`src/rtl/core/rav_pkg.sv`:
```
// ----------------------------------------------------------------------------
// RIFF archive validator package
// Shared types, codes, tag constants and small helper functions.
// ----------------------------------------------------------------------------
`default_nettype none

package rav_pkg;

   localparam int LENGTH_BITS_DEFAULT = 32;
   localparam int CSR_WIDTH           = 32;
   localparam int STATUS_WIDTH        = 4;
   localparam int COUNT_WIDTH         = 28;
   localparam int SIZE_WIDTH          = 32;
   localparam int MIN_LENGTH          = 12;

   localparam logic [COUNT_WIDTH-1:0] COUNT_MAX = '1;

   localparam logic [31:0] TAG_RIFF = "RIFF";
   localparam logic [31:0] TAG_FORM = "HH2 ";
   localparam logic [31:0] TAG_LIST = "LIST";
   localparam logic [31:0] TAG_PATH = "path";
   localparam logic [31:0] TAG_DATA = "data";

   typedef enum logic [3:0] {
      PH_RIFF_ID   = 4'd0,
      PH_RIFF_SIZE = 4'd1,
      PH_FORM      = 4'd2,
      PH_LIST_ID   = 4'd3,
      PH_LIST_SIZE = 4'd4,
      PH_PATH_ID   = 4'd5,
      PH_PATH_SIZE = 4'd6,
      PH_PATH_BODY = 4'd7,
      PH_PATH_PAD  = 4'd8,
      PH_DATA_ID   = 4'd9,
      PH_DATA_SIZE = 4'd10,
      PH_LIST_REST = 4'd11,
      PH_LIST_PAD  = 4'd12,
      PH_HALT      = 4'd13,
      PH_IDLE      = 4'd14
   } phase_type;

   typedef enum logic [STATUS_WIDTH-1:0] {
      ST_OK         = 4'd0,
      ST_SHORT      = 4'd1,
      ST_RIFF_ID    = 4'd2,
      ST_RIFF_SIZE  = 4'd3,
      ST_FORM       = 4'd4,
      ST_LIST_ID    = 4'd5,
      ST_LIST_SIZE  = 4'd6,
      ST_PATH_ID    = 4'd7,
      ST_PATH_SIZE  = 4'd8,
      ST_NO_NUL     = 4'd9,
      ST_DATA_ID    = 4'd10,
      ST_DATA_SIZE  = 4'd11,
      ST_INCOMPLETE = 4'd12,
      ST_EMPTY      = 4'd13
   } status_type;

   typedef struct packed {
      logic       start_req;
      logic [7:0] byte_in;
   } item_type;

   typedef struct packed {
      status_type             status;
      logic [COUNT_WIDTH-1:0] entry_count;
   } result_type;

   // The first error sticks; later errors only halt the parse.
   function automatic status_type keep_error(status_type current, status_type code);
      keep_error = (current == ST_OK) ? code : current;
   endfunction

   function automatic logic [7:0] tag_byte(logic [31:0] tag, logic [1:0] idx);
      logic [7:0] value;
      case (idx)
         2'd0:    value = tag[31:24];
         2'd1:    value = tag[23:16];
         2'd2:    value = tag[15:8];
         default: value = tag[7:0];
      endcase
      tag_byte = value;
   endfunction

   function automatic logic [31:0] tag_of(phase_type phase);
      logic [31:0] value;
      unique case (phase)
         PH_RIFF_ID: value = TAG_RIFF;
         PH_FORM:    value = TAG_FORM;
         PH_LIST_ID: value = TAG_LIST;
         PH_PATH_ID: value = TAG_PATH;
         default:    value = TAG_DATA;
      endcase
      tag_of = value;
   endfunction

   function automatic status_type tag_error(phase_type phase);
      status_type value;
      unique case (phase)
         PH_RIFF_ID: value = ST_RIFF_ID;
         PH_FORM:    value = ST_FORM;
         PH_LIST_ID: value = ST_LIST_ID;
         PH_PATH_ID: value = ST_PATH_ID;
         default:    value = ST_DATA_ID;
      endcase
      tag_error = value;
   endfunction

   function automatic phase_type tag_next(phase_type phase);
      phase_type value;
      unique case (phase)
         PH_RIFF_ID: value = PH_RIFF_SIZE;
         PH_FORM:    value = PH_LIST_ID;
         PH_LIST_ID: value = PH_LIST_SIZE;
         PH_PATH_ID: value = PH_PATH_SIZE;
         default:    value = PH_DATA_SIZE;
      endcase
      tag_next = value;
   endfunction

endpackage

`default_nettype wire

```
`src/rtl/core/rav_req_if.sv`:
```
// ----------------------------------------------------------------------------
// RIFF archive validator request channel
// Valid/ready channel that carries one archive byte per request.
// ----------------------------------------------------------------------------
`default_nettype none

interface rav_req_if;
   logic       valid;
   logic       ready;
   logic       start_req;
   logic [7:0] byte_in;

   modport source (output valid, output start_req, output byte_in, input ready);
   modport sink (input valid, input start_req, input byte_in, output ready);
endinterface

`default_nettype wire

```
`src/rtl/core/rav_rsp_if.sv`:
```
// ----------------------------------------------------------------------------
// RIFF archive validator response channel
// Valid/ready channel that carries the final status and entry count.
// ----------------------------------------------------------------------------
`default_nettype none

interface rav_rsp_if;
   logic                             valid;
   logic                             ready;
   logic [rav_pkg::STATUS_WIDTH-1:0] status;
   logic [rav_pkg::COUNT_WIDTH-1:0]  entry_count;

   modport source (output valid, output status, output entry_count, input ready);
   modport sink (input valid, input status, input entry_count, output ready);
endinterface

`default_nettype wire

```
`src/rtl/core/rav_in_stage.sv`:
```
// ----------------------------------------------------------------------------
// RIFF archive validator input stage
// Registers one request and holds it until the parser takes it.
// ----------------------------------------------------------------------------
`default_nettype none

module rav_in_stage (
   input  wire logic          clock,
   input  wire logic          reset,
   rav_req_if.sink            req_bus,
   input  wire logic          item_take,
   output logic               item_valid,
   output rav_pkg::item_type  item
);

   logic              valid_ff;
   rav_pkg::item_type item_ff;

   assign req_bus.ready = !valid_ff || item_take;
   assign item_valid    = valid_ff;
   assign item          = item_ff;

   always_ff @(posedge clock) begin
      if (reset) begin
         valid_ff <= 1'b0;
      end else if (req_bus.ready) begin
         valid_ff <= req_bus.valid;
      end
   end

   always_ff @(posedge clock) begin
      if (req_bus.valid && req_bus.ready) begin
         item_ff.start_req <= req_bus.start_req;
         item_ff.byte_in   <= req_bus.byte_in;
      end
   end

endmodule

`default_nettype wire

```
`src/rtl/core/rav_parser.sv`:
```
// ----------------------------------------------------------------------------
// RIFF archive validator parser
// Holds the parse state; it advances a byte per cycle unless a result waits.
// ----------------------------------------------------------------------------
`default_nettype none

module rav_parser #(
   parameter int LENGTH_BITS = rav_pkg::LENGTH_BITS_DEFAULT
) (
   input  wire logic                          clock,
   input  wire logic                          reset,
   input  wire logic                          csr_write_enable,
   input  wire logic [rav_pkg::CSR_WIDTH-1:0] csr_write_data,
   input  wire logic                          item_valid,
   input  rav_pkg::item_type                  item,
   output logic                               item_take,
   input  wire logic                          out_free,
   output logic                               result_load,
   output rav_pkg::result_type                result
);

   logic [rav_pkg::CSR_WIDTH-1:0]   total_length_ff;
   rav_pkg::phase_type              phase_ff, phase_in;
   logic [LENGTH_BITS-1:0]          pos_ff, pos_in;
   logic [1:0]                      fbi_ff, fbi_in;
   logic [rav_pkg::SIZE_WIDTH-1:0]  acc_ff, acc_in;
   logic [rav_pkg::SIZE_WIDTH-1:0]  list_ff, list_in;
   logic [rav_pkg::SIZE_WIDTH-1:0]  chunk_ff, chunk_in;
   logic [7:0]                      last_ff, last_in;
   rav_pkg::status_type             error_ff, error_in;
   logic [rav_pkg::COUNT_WIDTH-1:0] entries_ff, entries_in;

   logic [LENGTH_BITS-1:0] total;
   logic [LENGTH_BITS-1:0] last_pos;
   logic [LENGTH_BITS-1:0] pos;
   logic [LENGTH_BITS-1:0] rem_after;
   logic                   has_result;
   logic                   size_done;
   logic [7:0]             b;

   assign b           = item.byte_in;
   assign item_take   = item_valid && (!has_result || out_free);
   assign result_load = item_valid && has_result && out_free;

   always_ff @(posedge clock) begin
      if (reset) begin
         total_length_ff <= rav_pkg::CSR_WIDTH'(1);
      end else if (csr_write_enable) begin
         total_length_ff <= csr_write_data;
      end
   end

   always_ff @(posedge clock) begin
      if (reset) begin
         phase_ff   <= rav_pkg::PH_RIFF_ID;
         pos_ff     <= '0;
         fbi_ff     <= '0;
         acc_ff     <= '0;
         list_ff    <= '0;
         chunk_ff   <= '0;
         last_ff    <= '0;
         error_ff   <= rav_pkg::ST_OK;
         entries_ff <= '0;
      end else if (item_take) begin
         phase_ff   <= phase_in;
         pos_ff     <= pos_in;
         fbi_ff     <= fbi_in;
         acc_ff     <= acc_in;
         list_ff    <= list_in;
         chunk_ff   <= chunk_in;
         last_ff    <= last_in;
         error_ff   <= error_in;
         entries_ff <= entries_in;
      end
   end

   always_comb begin
      phase_in   = phase_ff;
      pos_in     = pos_ff;
      fbi_in     = fbi_ff;
      acc_in     = acc_ff;
      list_in    = list_ff;
      chunk_in   = chunk_ff;
      last_in    = last_ff;
      error_in   = error_ff;
      entries_in = entries_ff;
      has_result = 1'b0;
      size_done  = 1'b0;
      result     = '{status: rav_pkg::ST_OK, entry_count: '0};

      if (item.start_req) begin
         phase_in   = rav_pkg::PH_RIFF_ID;
         pos_in     = '0;
         fbi_in     = '0;
         acc_in     = '0;
         list_in    = '0;
         chunk_in   = '0;
         last_in    = '0;
         error_in   = rav_pkg::ST_OK;
         entries_in = '0;
      end

      total     = total_length_ff[LENGTH_BITS-1:0];
      last_pos  = total - LENGTH_BITS'(1);
      pos       = pos_in;
      rem_after = last_pos - pos;

      if (phase_in != rav_pkg::PH_IDLE) begin
         if (pos == '0 && total < LENGTH_BITS'(rav_pkg::MIN_LENGTH)) begin
            error_in = rav_pkg::keep_error(error_in, rav_pkg::ST_SHORT);
            phase_in = rav_pkg::PH_HALT;
         end

         if (phase_in >= rav_pkg::PH_PATH_ID && phase_in <= rav_pkg::PH_LIST_REST
             && list_in != '0) begin
            list_in = list_in - rav_pkg::SIZE_WIDTH'(1);
         end

         if (phase_in == rav_pkg::PH_RIFF_SIZE || phase_in == rav_pkg::PH_LIST_SIZE
             || phase_in == rav_pkg::PH_PATH_SIZE || phase_in == rav_pkg::PH_DATA_SIZE) begin
            acc_in    = acc_in | (rav_pkg::SIZE_WIDTH'(b) << {fbi_in, 3'b000});
            size_done = (fbi_in == 2'd3);
            fbi_in    = fbi_in + 2'd1;
         end

         unique case (phase_in)
            rav_pkg::PH_RIFF_ID, rav_pkg::PH_FORM, rav_pkg::PH_LIST_ID,
            rav_pkg::PH_PATH_ID, rav_pkg::PH_DATA_ID: begin
               if (b != rav_pkg::tag_byte(rav_pkg::tag_of(phase_in), fbi_in)) begin
                  error_in = rav_pkg::keep_error(error_in, rav_pkg::tag_error(phase_in));
                  phase_in = rav_pkg::PH_HALT;
               end else begin
                  if (fbi_in == 2'd3) begin
                     acc_in   = '0;
                     phase_in = rav_pkg::tag_next(phase_in);
                  end
                  fbi_in = fbi_in + 2'd1;
               end
            end
            rav_pkg::PH_RIFF_SIZE: begin
               if (size_done) begin
                  if (acc_in > rav_pkg::SIZE_WIDTH'(rem_after)) begin
                     error_in = rav_pkg::keep_error(error_in, rav_pkg::ST_RIFF_SIZE);
                     phase_in = rav_pkg::PH_HALT;
                  end else begin
                     phase_in = rav_pkg::PH_FORM;
                  end
               end
            end
            rav_pkg::PH_LIST_SIZE: begin
               if (size_done) begin
                  if (acc_in > rav_pkg::SIZE_WIDTH'(rem_after)) begin
                     error_in = rav_pkg::keep_error(error_in, rav_pkg::ST_LIST_SIZE);
                     phase_in = rav_pkg::PH_HALT;
                  end else begin
                     list_in  = acc_in;
                     phase_in = rav_pkg::PH_PATH_ID;
                  end
               end
            end
            rav_pkg::PH_PATH_SIZE: begin
               if (size_done) begin
                  if (acc_in == '0 || acc_in > list_in) begin
                     error_in = rav_pkg::keep_error(error_in, rav_pkg::ST_PATH_SIZE);
                     phase_in = rav_pkg::PH_HALT;
                  end else begin
                     chunk_in = acc_in;
                     phase_in = rav_pkg::PH_PATH_BODY;
                  end
               end
            end
            rav_pkg::PH_PATH_BODY: begin
               last_in = b;
               if (chunk_in != '0) begin
                  chunk_in = chunk_in - rav_pkg::SIZE_WIDTH'(1);
               end
               if (chunk_in == '0) begin
                  if (b != 8'd0) begin
                     error_in = rav_pkg::keep_error(error_in, rav_pkg::ST_NO_NUL);
                     phase_in = rav_pkg::PH_HALT;
                  end else begin
                     phase_in = pos[0] ? rav_pkg::PH_DATA_ID : rav_pkg::PH_PATH_PAD;
                  end
               end
            end
            rav_pkg::PH_PATH_PAD: begin
               phase_in = rav_pkg::PH_DATA_ID;
            end
            rav_pkg::PH_DATA_SIZE: begin
               if (size_done) begin
                  if (acc_in > list_in) begin
                     error_in = rav_pkg::keep_error(error_in, rav_pkg::ST_DATA_SIZE);
                     phase_in = rav_pkg::PH_HALT;
                  end else if (list_in == '0) begin
                     if (entries_in != rav_pkg::COUNT_MAX) begin
                        entries_in = entries_in + rav_pkg::COUNT_WIDTH'(1);
                     end
                     phase_in = pos[0] ? rav_pkg::PH_LIST_ID : rav_pkg::PH_LIST_PAD;
                  end else begin
                     phase_in = rav_pkg::PH_LIST_REST;
                  end
               end
            end
            rav_pkg::PH_LIST_REST: begin
               if (list_in == '0) begin
                  if (entries_in != rav_pkg::COUNT_MAX) begin
                     entries_in = entries_in + rav_pkg::COUNT_WIDTH'(1);
                  end
                  phase_in = pos[0] ? rav_pkg::PH_LIST_ID : rav_pkg::PH_LIST_PAD;
               end
            end
            rav_pkg::PH_LIST_PAD: begin
               phase_in = rav_pkg::PH_LIST_ID;
            end
            default: begin
            end
         endcase

         if (phase_in >= rav_pkg::PH_PATH_ID && phase_in <= rav_pkg::PH_DATA_SIZE
             && list_in == '0) begin
            error_in = rav_pkg::keep_error(error_in, rav_pkg::ST_LIST_SIZE);
            phase_in = rav_pkg::PH_HALT;
         end

         if (pos == last_pos) begin
            has_result         = 1'b1;
            result.entry_count = entries_in;
            if (error_in != rav_pkg::ST_OK) begin
               result.status = error_in;
            end else if (phase_in == rav_pkg::PH_LIST_ID && fbi_in == 2'd0) begin
               result.status = (entries_in != '0) ? rav_pkg::ST_OK : rav_pkg::ST_EMPTY;
            end else begin
               result.status = rav_pkg::ST_INCOMPLETE;
            end
            phase_in = rav_pkg::PH_IDLE;
         end else begin
            pos_in = pos + LENGTH_BITS'(1);
         end
      end
   end

endmodule

`default_nettype wire

```
`src/rtl/core/rav_out_stage.sv`:
```
// ----------------------------------------------------------------------------
// RIFF archive validator output stage
// Result register that holds a response until the receiver takes it.
// ----------------------------------------------------------------------------
`default_nettype none

module rav_out_stage (
   input  wire logic            clock,
   input  wire logic            reset,
   input  wire logic            result_load,
   input  rav_pkg::result_type  result,
   output logic                 out_free,
   rav_rsp_if.source            rsp_bus
);

   logic                valid_ff;
   rav_pkg::result_type result_ff;

   assign out_free            = !valid_ff || rsp_bus.ready;
   assign rsp_bus.valid       = valid_ff;
   assign rsp_bus.status      = result_ff.status;
   assign rsp_bus.entry_count = result_ff.entry_count;

   always_ff @(posedge clock) begin
      if (reset) begin
         valid_ff <= 1'b0;
      end else if (result_load) begin
         valid_ff <= 1'b1;
      end else if (rsp_bus.ready) begin
         valid_ff <= 1'b0;
      end
   end

   always_ff @(posedge clock) begin
      if (result_load) begin
         result_ff <= result;
      end
   end

endmodule

`default_nettype wire

```
`src/rtl/core/riff_archive_validator.sv`:
```
// ----------------------------------------------------------------------------
// RIFF archive validator
// Checks a streamed RIFF archive of LIST/path/data entries byte by byte.
// ----------------------------------------------------------------------------
// Each request on req_bus carries one archive byte; start_req marks the first
// byte of a new buffer and restarts the parse. The user must write the buffer
// length through csr_write_enable and csr_write_data only while the block is
// idle; the block does not enforce this. At the last byte of the buffer one
// response leaves on rsp_bus with the status code and the number of complete
// entries; other bytes give none. Bytes after the last one are dropped until
// the next start_req. A request is parsed from an input register and its
// response goes into an output register. The block takes one byte per cycle
// unless a response is held back; the parse state is updated once per byte
// by a single pass of compare and counter logic.
// Reset clears the parse state and sets the buffer length to one; a byte that
// arrives with no start_req after reset begins a new buffer.
// While a response waits for rsp_bus.ready, bytes keep flowing; only a byte
// that would produce a second response waits in the input register.
// ----------------------------------------------------------------------------
`default_nettype none

module riff_archive_validator #(
   parameter int LENGTH_BITS = rav_pkg::LENGTH_BITS_DEFAULT
) (
   input  wire logic                          clock,
   input  wire logic                          reset,
   rav_req_if.sink                            req_bus,
   rav_rsp_if.source                          rsp_bus,
   input  wire logic                          csr_write_enable,
   input  wire logic [rav_pkg::CSR_WIDTH-1:0] csr_write_data
);

   logic                item_valid;
   logic                item_take;
   rav_pkg::item_type   item;
   logic                out_free;
   logic                result_load;
   rav_pkg::result_type result;

   rav_in_stage u_in_stage (
      .clock      (clock),
      .reset      (reset),
      .req_bus    (req_bus),
      .item_take  (item_take),
      .item_valid (item_valid),
      .item       (item)
   );

   rav_parser #(
      .LENGTH_BITS (LENGTH_BITS)
   ) u_parser (
      .clock            (clock),
      .reset            (reset),
      .csr_write_enable (csr_write_enable),
      .csr_write_data   (csr_write_data),
      .item_valid       (item_valid),
      .item             (item),
      .item_take        (item_take),
      .out_free         (out_free),
      .result_load      (result_load),
      .result           (result)
   );

   rav_out_stage u_out_stage (
      .clock       (clock),
      .reset       (reset),
      .result_load (result_load),
      .result      (result),
      .out_free    (out_free),
      .rsp_bus     (rsp_bus)
   );

   // A clean finish is only reported when at least one entry was found.
   assert property (@(posedge clock) disable iff (reset)
      rsp_bus.valid && rsp_bus.status == rav_pkg::ST_OK |-> rsp_bus.entry_count != '0)
      else $error("ok status reported with no entries");

   // Status codes never exceed the last defined code.
   assert property (@(posedge clock) disable iff (reset)
      rsp_bus.valid |-> rsp_bus.status <= rav_pkg::ST_EMPTY)
      else $error("undefined status code on response");

   // A held request stays in the input register unchanged.
   assert property (@(posedge clock) disable iff (reset)
      item_valid && !item_take |=> item_valid && $stable(item))
      else $error("held request lost or changed");

   // A response is loaded only when the output register can take it.
   assert property (@(posedge clock) disable iff (reset)
      result_load |-> out_free && item_take)
      else $error("response loaded into a busy output register");

endmodule

`default_nettype wire

```
`src/flat_wrapper.sv`:
```
// flat-port wrapper written by rule: the top's interface ports become plain ports
module riff_archive_validator_flat 
#(
   parameter int LENGTH_BITS = rav_pkg::LENGTH_BITS_DEFAULT
)
  (clock, reset, csr_write_enable, csr_write_data, req_bus_valid, req_bus_start_req, req_bus_byte_in, req_bus_ready, rsp_bus_valid, rsp_bus_status, rsp_bus_entry_count, rsp_bus_ready);
  rav_req_if req_bus_i ();
  rav_rsp_if rsp_bus_i ();
  input  wire logic clock;
  input  wire logic reset;
  input  wire logic csr_write_enable;
  input  wire logic [rav_pkg::CSR_WIDTH-1:0] csr_write_data;
  input wire logic [$bits(req_bus_i.valid)-1:0] req_bus_valid;
  input wire logic [$bits(req_bus_i.start_req)-1:0] req_bus_start_req;
  input wire logic [$bits(req_bus_i.byte_in)-1:0] req_bus_byte_in;
  output wire logic [$bits(req_bus_i.ready)-1:0] req_bus_ready;
  output wire logic [$bits(rsp_bus_i.valid)-1:0] rsp_bus_valid;
  output wire logic [$bits(rsp_bus_i.status)-1:0] rsp_bus_status;
  output wire logic [$bits(rsp_bus_i.entry_count)-1:0] rsp_bus_entry_count;
  input wire logic [$bits(rsp_bus_i.ready)-1:0] rsp_bus_ready;
  assign req_bus_i.valid = req_bus_valid;
  assign req_bus_i.start_req = req_bus_start_req;
  assign req_bus_i.byte_in = req_bus_byte_in;
  assign req_bus_ready = req_bus_i.ready;
  assign rsp_bus_valid = rsp_bus_i.valid;
  assign rsp_bus_status = rsp_bus_i.status;
  assign rsp_bus_entry_count = rsp_bus_i.entry_count;
  assign rsp_bus_i.ready = rsp_bus_ready;
  riff_archive_validator #(.LENGTH_BITS(LENGTH_BITS)) u_core (.clock(clock), .reset(reset), .req_bus(req_bus_i), .rsp_bus(rsp_bus_i), .csr_write_enable(csr_write_enable), .csr_write_data(csr_write_data));
endmodule
```
`config.mk`:
```
export PLATFORM = sky130hd
export DESIGN_NAME = riff_archive_validator_flat
export DESIGN_NICKNAME = d
export VERILOG_FILES = /design/src/rtl/core/rav_pkg.sv /design/src/rtl/core/rav_req_if.sv /design/src/rtl/core/rav_rsp_if.sv /design/src/rtl/core/rav_in_stage.sv /design/src/rtl/core/rav_parser.sv /design/src/rtl/core/rav_out_stage.sv /design/src/rtl/core/riff_archive_validator.sv /design/src/flat_wrapper.sv
export SDC_FILE = /design/constraint.sdc
export NUM_CORES = 1
export LEC_CHECK = 0
export BUFFER_PORTS_ARGS = -buffer_cell sky130_fd_sc_hd__buf_2
export CAP_MARGIN = 5
export CORE_ASPECT_RATIO = 0.8
export CORE_MARGIN = 4
export CORE_UTILIZATION = 46
export CTS_CLUSTER_SIZE = 30
export DETAILED_ROUTE_END_ITERATION = 6
export GPL_ROUTABILITY_DRIVEN = 1
export GPL_TIMING_DRIVEN = 0
export SYNTH_ARGS = -nofsm -noshare
export SYNTH_HDL_FRONTEND = slang
export SYNTH_SLANG_ARGS = --single-unit
```
`constraint.sdc`:
```
create_clock -name clock -period 10.5 [get_ports clock]
set_input_delay 0 -clock clock [delete_from_list [all_inputs] [get_ports clock]]
set_output_delay 0 -clock clock [all_outputs]
set_load 0.01 [all_outputs]
```
Yosys cells after proc, flatten, opt, wreduce, memory -nomap -nowiden
Index checks and enable logic that the tools add are counted.

Bits in registers: 241. Bits in latches: 0. Memory bits (writable): 0. Bits in read-only memories: 0. Bits of input ports: 46. Output and inout bits: 34. Logic and storage cells: 200. Memories: 0.

Add/sub/neg operators: 8. Multipliers: 0. Divide/modulo/power cells: 0. Magnitude comparators: 7. Equality and inequality tests: 21. Shifts and indexed selects: 1. Multiplexer cells: 108. Bitwise operators: 1. Reduce and logical (&&, ||, !) cells: 39.

Operator list (count): $mux 32 (25); $mux 4 (51); $mux 28 (7); $logic_not 32->1 (5); $pmux 30 s4 (1); $sub 32x1->32 const B (3); $gt 32x32->1 (2); $pmux 32 s2 (1); $reduce_bool 32->1 (2); $pmux 28 s2 (1); $pmux 4 s9 (1); $add 32x1->32 const B (1); $eq 32x32->1 (1); $lt 32x4->1 const B (1); $or 32x32->32 (1); $pmux 4 s4 (2); $shl 8x5->32 (1); $sub 32x32->32 (1); $add 28x1->28 const B (1); $ne 28x28->1 const B (1); $reduce_bool 28->1 (1); $pmux 4 s6 (1); $pmux 8 s3 (1); $eq 4x4->1 const B (5); other kinds (24) (68).

Logic depth before layout (Yosys ltp)
Gate-level depths: netlist of the first run.

Depth after elaboration: 28. Mapped depth: 45. Depth with buffers taken out: 37.

Modules after synthesis
A second synthesis of the first run with hierarchy kept.

Cells, all modules: 2764. Area total of the unflattened synthesis: 20245.7 um2.

Modules (own cells, without submodules): rav_parser (times used 1, cells an instance 2714, area an instance 18913.1 um2); rav_out_stage (times used 1, cells an instance 36, area an instance 1007.2 um2); rav_in_stage (times used 1, cells an instance 14, area an instance 325.3 um2).

Worst setup path after synthesis of the first run
OpenSTA, ideal clock, no wires.

Kind: register -> register. From: reg u_core.u_in_stage.item_ff (netlist bit u_core.u_in_stage.item[8]). To: reg u_core.u_out_stage.result_ff (netlist bit u_core.u_out_stage.rsp_bus.status[3]) (data pin). Setup time: 0.270 ns. Arrival time: 9.131 ns. Required time: 10.230 ns. Setup slack: 1.099 ns. Stages on the path, launching flop included: 45. Path buffers: 10. Period minus slack after synthesis: 9.401 ns. Cell sequence: edfxtp_1 > inv_1 > clkbuf_1 > clkbuf_1 > clkbuf_1 > buf_1 > clkbuf_1 > buf_1 > clkbuf_1 > buf_1 > clkbuf_1 > clkbuf_1 > nand2_1 > ha_1 > o21ai_0 > a21boi_0 > o21ai_0 > a21oi_1 > [9 not listed] > a21oi_1 > xor2_1 > ha_1 > nand4_1 > or2_2 > nor2_1 > nand2_1 > o32ai_1 > nor2_1 > o21ai_0 > a22oi_1 > nor4_1 > nand3_1 > or3_1 > or3_1 > a31oi_1 > or3_1 > a21oi_1.

Cells in the longest elaborated chain, start to end: 28. Elaborated cells on any way between the ends: 150. Those cells by class: 6 x add/sub; 6 x order compare; 21 x eq/ne; 1 x shift; 88 x mux; 1 x bitwise; 27 x reduce/logical.

Ends and longest elaborated chain: start, declared (line rav_in_stage.sv:17) `rav_pkg::item_type item_ff;`; parallel branches: the longest is 28 deep, another holds $gt 32x32->1; end signal, assigned (line rav_out_stage.sv:36) `result_ff <= result;`; end, declared (line rav_out_stage.sv:17) `rav_pkg::result_type result_ff;`.

Several ways; the timed one is not identified. The select of a mux whose other input is x is not followed. A chain may end at the register's enable or synchronous reset.

Worst setup path after layout of the first run
Same ends and word-level chain as after synthesis.

==> run_results.csv, run 1 <==
group,metric,value,unit
routing,routedWlPerCell,26.4,um
critical_path,crit_path_top_delay_cell,"or4_1",
synthesis,synth_edf_count,41,
critical_path,cp.arrival,10.76,ns
synthesis,synth.most_common_cell,"nor2_1",
power,intPower,1.84,mW
critical_path,critPathKind,"flop to flop",
synthesis,yosys.area.top_type,"dfxtp_1",
timing,worst_hold_slack,0.129,ns
place,post-place-ws,-6.57,ns
finish,fin_nets,2950,
clock_network,root_buffer,"clkbuf_16",
finish,stdcell_area,22200,um^2
finish,drive_gt1_share,8.35,%
power,p_clk_share,36.6,%
finish,syn_to_final_growth,14.6,%
critical_path,cp_data_required_time,10.93,ns
die,dieHeight,191,um
power,p_per_area,128,nW/um^2
timing,rsz0062_at_grt,"false",
power,sw_frac_of_total,35.3,%
die,die_w,237,um
clock_network,cts_tree,"built",
place,dp_hpwl,67.6,mm
timing,drv_slew,0,
timing,slew_headroom,7.15,%
timing,final-hold-violation-count,0,
routing,via_per_inst,6.61,
timing,fin_crit_sh,98.4,%
flow_run,max-cap-violations,0,
synthesis,syn_nets,2788,
routing,ant_nets,0,
critical_path,r2r_slack,0.17,ns
synthesis,synth_area_per_cell,7.34,um^2
die,io-pin-count,80,
synthesis,synth_top_cell_area_share,20.7,%
run_status,status,"complete, no violations",
synthesis,ys_ff_latch,241,
timing,worst_slack,0.171,ns
finish,fin_util,53.9,%
power,peakVddDrop,0.138,mV
timing,finClkSkew,0.0213,ns
critical_path,cp-end-kind,"flop",
synthesis,synthTopCellsByArea,"dfxtp_1 (21%), nor2_1 (8.2%), ha_1 (6.9%)",
routing,dr.first_iter.drc_count,3210,
power,p_switching,1.00,mW
synthesis,synthFlopType,"dfxtp_1",
critical_path,critical_path_buf_inv_count,9,
timing,tightest_slew,1.38,ns
global_routing,grt_use_total,37.4,%
finish,num-fill-cells,4040,
timing,finalSetupViolCount,0,
critical_path,crit_path_max_fanout,19,
synthesis,seq_area_frac_synth,27.0,%
clock_network,cts_buffer_depth,3,
finish,antenna_cells,0,
routing,routed_wl,88.8,mm
synthesis,synth_cells,2635,
critical_path,start_kind,"flop",
routing,drc,0,
timing,setup_tns,0,ns
critical_path,cp_slowest_stage_delay,0.60,ns
timing,period_needed,10.33,ns
synthesis,synth_top_cells_by_count,"nor2_1 (421), nand2_1 (262), dfxtp_1 (200)",
global_routing,grt_pass1_wl,131,mm
synthesis,syn-cell-area,19400,um^2
timing,fmax,96.8,MHz
global_routing,grt-ovfl-total,0,
clock_network,numCtsBuffers,28,
synthesis,async_flop_share,0,%
power,seqPwrFrac,35.1,%
clock_network,cts_sinks,241,
clock_network,clk_latency,0.59,ns
clock_network,clk_pin_slew,0.06,ns
synthesis,synth.distinct_cells,94,
die,dieArea,45400,um^2
die,row_count,66,
global_routing,first_global_vias,20300,
hold_path,holdCritPathClass,"input pin to flop",
global_routing,antenna_found_initial,4,
routing,vias,22200,
critical_path,path_delay_family,"simple AND/OR/NAND/NOR gates",
die,core_area,41100,um^2
die,start_util,47.1,%
place,routabilityCongestion,1.07,
routing,first_pass_iters,7,
place,port_buffers,77,
clock_network,htreeDepth,1,
synthesis,yosysWarnings,0,
power,pwr-share-comb,28.3,%
place,placed_cell_area,20400,um^2
global_routing,grt_max_degree,33,
power,p_leak,8.30,nW
## worst paths after layout
| path | start | to | cells after the start |
|---|---|---|---|
| worst min-delay path | req_bus_byte_in[0] | u_core.u_in_stage.item[0] | 2 |
| worst min register to register | u_core.u_parser.list_ff[0] | u_core.u_parser.list_ff[0] | 2 |
| worst max-delay path | u_core.u_in_stage.item[8] | u_core.u_out_stage.rsp_bus.status[3] | 33 |
| worst max register to register | u_core.u_in_stage.item[8] | u_core.u_out_stage.rsp_bus.status[3] | 33 |
## power groups by stage
stage,clock [mW],combinational [mW],sequential (mW)
after detailed placement,0,0.730,1.02
after global placement,0,0.721,1.02
after global routing,1.08,0.855,1.00
after floorplan,0,0.489,1.00
after CTS,1.05,0.762,0.996
final,1.04,0.803,0.998
## layout make-up
type	instances	area, um^2	share of cell area [%]
Buffer	159	721	3.25
Clock buffer	39	793	3.58
Clock inverter	10	141	0.638
Inverter	63	240	1.08
Multi-Input combinational cell	2168	13400	60.5
Sequential cell	241	5240	23.6
Tap cell	544	681	3.07
Timing Repair Buffer	136	958	4.32
## layout by cell type, fill, tap and decap left out, types with 35 or more instances in the layout
| master | count |
|---|---|
| inv_1 | 62 |
| o21ai_0 | 130 |
| dfxtp_1 | 200 |
| nand4_1 | 54 |
| buf_2 | 84 |
| xor2_1 | 52 |
| a21oi_1 | 187 |
| dlygate4sd3_1 | 47 |
| nor3_1 | 100 |
| xnor2_1 | 84 |
| a22oi_1 | 47 |
| nor2b_1 | 35 |
| nand2_1 | 261 |
| nand3_1 | 74 |
| mux2i_1 | 47 |
| edfxtp_1 | 41 |
| ha_1 | 106 |
| clkbuf_1 | 133 |
| nor2_1 | 414 |
| a211oi_1 | 62 |
| nor4_1 | 51 |
## flip-flops by register name, summed over array words and instances (netlist names)
register / cells
u_core.u_in_stage.item_valid: 1
u_core.u_parser.acc_ff: 32
u_core.u_parser.total: 32
u_core.u_out_stage.rsp_bus.valid: 1
u_core.u_parser.fbi_ff: 2
u_core.u_parser.entries_ff: 28
u_core.u_out_stage.rsp_bus.status: 4
u_core.u_in_stage.item: 9
u_core.u_parser.error_ff: 4
u_core.u_parser.phase_ff: 4
u_core.u_parser.chunk_ff: 32
u_core.u_out_stage.rsp_bus.entry_count: 28
u_core.u_parser.list_ff: 32
u_core.u_parser.pos_ff: 32
## kinds of logic after synthesis
group	share of synthesized area, %
AND/OR/NAND/NOR	30.7
AO/OA/AOI/OAI	22.0
flip-flops	27.0
buffers and inverters	4.47
XOR/XNOR	6.15
adder cells (fa/ha/maj)	6.96
multiplexers	2.73
## stage by stage
| stage | std cells | power, mW |
|---|---|---|
| 6_report | 3360 | 2.84 |
| 5_1_grt | 3360 | 2.94 |
| 4_1_cts | 3355 | 2.80 |
| 3_5_place_dp | 3259 | 1.75 |
| 3_3_place_gp | 3256 | 1.74 |
| 2_1_floorplan | 2635 | 1.49 |
## what timing repair did
item                                    CTS  global route
hold buffers                             47             0
setup buffers                             3             6
pin swaps                                 0             4
endpoints found under the setup margin  242            38
resized for setup                        71            25
hold endpoints to repair                 43             0
## metal layers
layer	vias up	GRT usage [%]	part of all wire [%]
met5	-	0	0.061
met4	8	12.9	3.8
met3	230	11.0	14
met2	1482	54.9	41
met1	10500	52.5	42
li1	9965	-	-
(Power assumes the default switching activity.)
==> run 2: changes to the inputs <==
--- a/config.mk
+++ b/config.mk
@@ -7,7 +7,7 @@
 export LEC_CHECK = 0
 export BUFFER_PORTS_ARGS = -buffer_cell sky130_fd_sc_hd__buf_2
 export CAP_MARGIN = 5
-export CORE_ASPECT_RATIO = 0.8
+export CORE_ASPECT_RATIO = 0.7
 export CORE_MARGIN = 4
 export CORE_UTILIZATION = 46
 export CTS_CLUSTER_SIZE = 30
==> run_results.csv, run 2 (synthesis results as in run 1) <==
group,metric,value,unit
run_status,status,"complete, no violations",
power,peakVddDrop,0.157,mV
global_routing,grt_max_degree,33,
finish,fin_util,54.0,%
timing,period_needed,10.47,ns
power,p_leak,8.36,nW
critical_path,crit_path_top_delay_cell,"clkdlybuf4s15_1",
power,p_total,2.92,mW
power,pwr-share-comb,28.2,%
critical_path,critPathKind,"flop to flop",
place,routabilityCongestion,1.06,
power,p_switching,1.05,mW
critical_path,crit_path_max_fanout,19,
place,dp_hpwl,70.7,mm
critical_path,cp.arrival,10.89,ns
clock_network,htreeDepth,1,
routing,dr.first_iter.drc_count,2956,
finish,syn_to_final_growth,15.1,%
die,io-pin-count,80,
global_routing,use_met3,14.9,%
routing,first_pass_iters,6,
finish,drive_gt1_share,8.80,%
power,seqPwrFrac,34.2,%
finish,seq_area,5240,um^2
timing,worst_slack,0.0279,ns
timing,finalSetupViolCount,0,
flow_run,max-cap-violations,0,
global_routing,grt_pass1_wl,138,mm
timing,fin_crit_sh,99.7,%
global_routing,top_usage_layer,"met1",
timing,drv_slew,0,
timing,slew_headroom,5.66,%
clock_network,clk_latency,0.61,ns
clock_network,cts_buffer_depth,3,
die,die_w,253,um
finish,final_common_cell,"nor2_1",
timing,finClkSkew,0.0278,ns
power,intPower,1.88,mW
critical_path,cp-end-kind,"flop",
clock_network,numCtsBuffers,27,
die,row_count,62,
critical_path,path_delay_family,"buffers and inverters",
global_routing,grt-ovfl-total,0,
critical_path,cp_data_required_time,10.92,ns
timing,tightest_slew,1.40,ns
place,post-place-ws,-6.98,ns
finish,multi_input_area,13500,um^2
timing,final-hold-violation-count,0,
power,sw_frac_of_total,35.9,%
global_routing,grt_use_total,39.6,%
clock_network,root_buffer,"clkbuf_16",
routing,via_per_inst,6.73,
die,start_util,46.9,%
global_routing,grt_use_met1,56.5,%
clock_network,cts_tree,"built",
critical_path,critical_path_buf_inv_count,10,
hold_path,holdCritPathClass,"input pin to flop",
die,dieArea,45500,um^2
finish,fin_nets,2950,
clock_network,clk_pin_slew,0.07,ns
finish,final_cell_mix,"nor2_1 (410), nand2_1 (261), dfxtp_1 (200)",
die,core_area,41300,um^2
routing,routedWlPerCell,27.9,um
routing,ant_nets,0,
routing,routed_wl,93.7,mm
die,dieHeight,180,um
place,port_buffers,77,
clock_network,cts_sinks,241,
finish,num-fill-cells,3960,
power,p_clk_share,37.7,%
finish,antenna_cells,0,
routing,vias,22600,
critical_path,start_kind,"flop",
timing,fmax,95.5,MHz
global_routing,met2_usage,54.7,%
global_routing,first_global_vias,20900,
routing,drc,0,
power,p_per_area,131,nW/um^2
global_routing,antenna_found_initial,2,
critical_path,cp_slowest_stage_delay,0.85,ns
==> run 2: cell count changes in the layout (fill, tap and decap cells not counted), sizes merged <==
cell	change
buf	-1
bufinv	+2
clkbuf	-4
clkdlybuf4s15	+1
clkinv	+1
clkinvlp	+1
inv	+1
==> run 2: area by class of cell <==
type	instances	area share (%)
Buffer	159	3.30
Clock buffer	34	3.39
Clock inverter	15	1.04
Inverter	63	1.08
Multi-Input combinational cell	2168	60.4
Sequential cell	241	23.5
Tap cell	544	3.05
Timing Repair Buffer	137	4.26
==> run 2: power groups by stage <==
stage	clock [mW]	combinational, mW	sequential (mW)
6_report	1.10	0.824	0.999
2_1_floorplan	0	0.489	1.00
3_5_place_dp	0	0.741	1.02
3_3_place_gp	0	0.731	1.02
4_1_cts	1.10	0.775	0.997
5_1_grt	1.14	0.871	1.00
==> run 2: routing by layer <==
layer | vias to the layer above | wire length, um
met5 | - | 19
met4 | 2 | 3760
met3 | 239 | 14200
met2 | 1607 | 36700
met1 | 10800 | 39000
li1 | 9944 | -
==> run 2: worst paths after layout <==
| kind | startpoint | end | slack (ns) | depth (start not counted) |
|---|---|---|---|---|
| max | u_core.u_in_stage.item[8] | u_core.u_out_stage.rsp_bus.status[3] | 0.03 | 27 |
| min | req_bus_byte_in[5] | u_core.u_in_stage.item[5] | 0.10 | 2 |
| max reg2reg | u_core.u_in_stage.item[8] | u_core.u_out_stage.rsp_bus.status[3] | 0.03 | 27 |
| min reg2reg | u_core.u_parser.entries_ff[24] | u_core.u_parser.entries_ff[24] | 0.50 | 2 |
==> run 2: timing repair <==
item,CTS,global route
pin swaps,2,4
setup buffers,4,5
setup endpoints to repair,242,39
resized for setup,80,33
hold buffers,47,0
endpoints found under the hold margin,43,0
==> run 2: worst reg2reg max path: stages, from the launching register on <==
cell	delay, ns
edfxtp_1	0.49
buf_4	0.19
clkbuf_8	0.29
buf_8	0.32
clkbuf_4	0.36
clkbuf_4	0.32
buf_4	0.32
clkbuf_1	0.66
clkbuf_2	0.55
clkbuf_1	0.60
clkdlybuf4s15_1	0.86
nor2_1	0.51
ha_1	0.33
a21o_1	0.15
a21oi_1	0.13
o21ai_0	0.12
a221o_1	0.40
o21ai_2	0.48
nand2_1	0.18
a21oi_2	0.32
nand3_1	0.44
or4_1	0.74
nand3_1	0.16
nand4b_1	0.30
nor4_4	0.40
a31oi_1	0.17
or3_1	0.36
a21oi_1	0.17
==> run 2: metrics by stage <==
step / setup TNS (ns) / instance area [um^2] / cells / hold WS, ns
final: 0 / 22300 / 3361 / 0.101
after global routing: -0.0451 / 22300 / 3361 / 0.108
after CTS: 0 / 22100 / 3356 / 0.0918
after detailed placement: -1026.20 / 20400 / 3259 / 0.179
after global placement: -1014.15 / 20400 / 3256 / 0.177
after floorplan: 0 / 19400 / 2635 / 0.0989
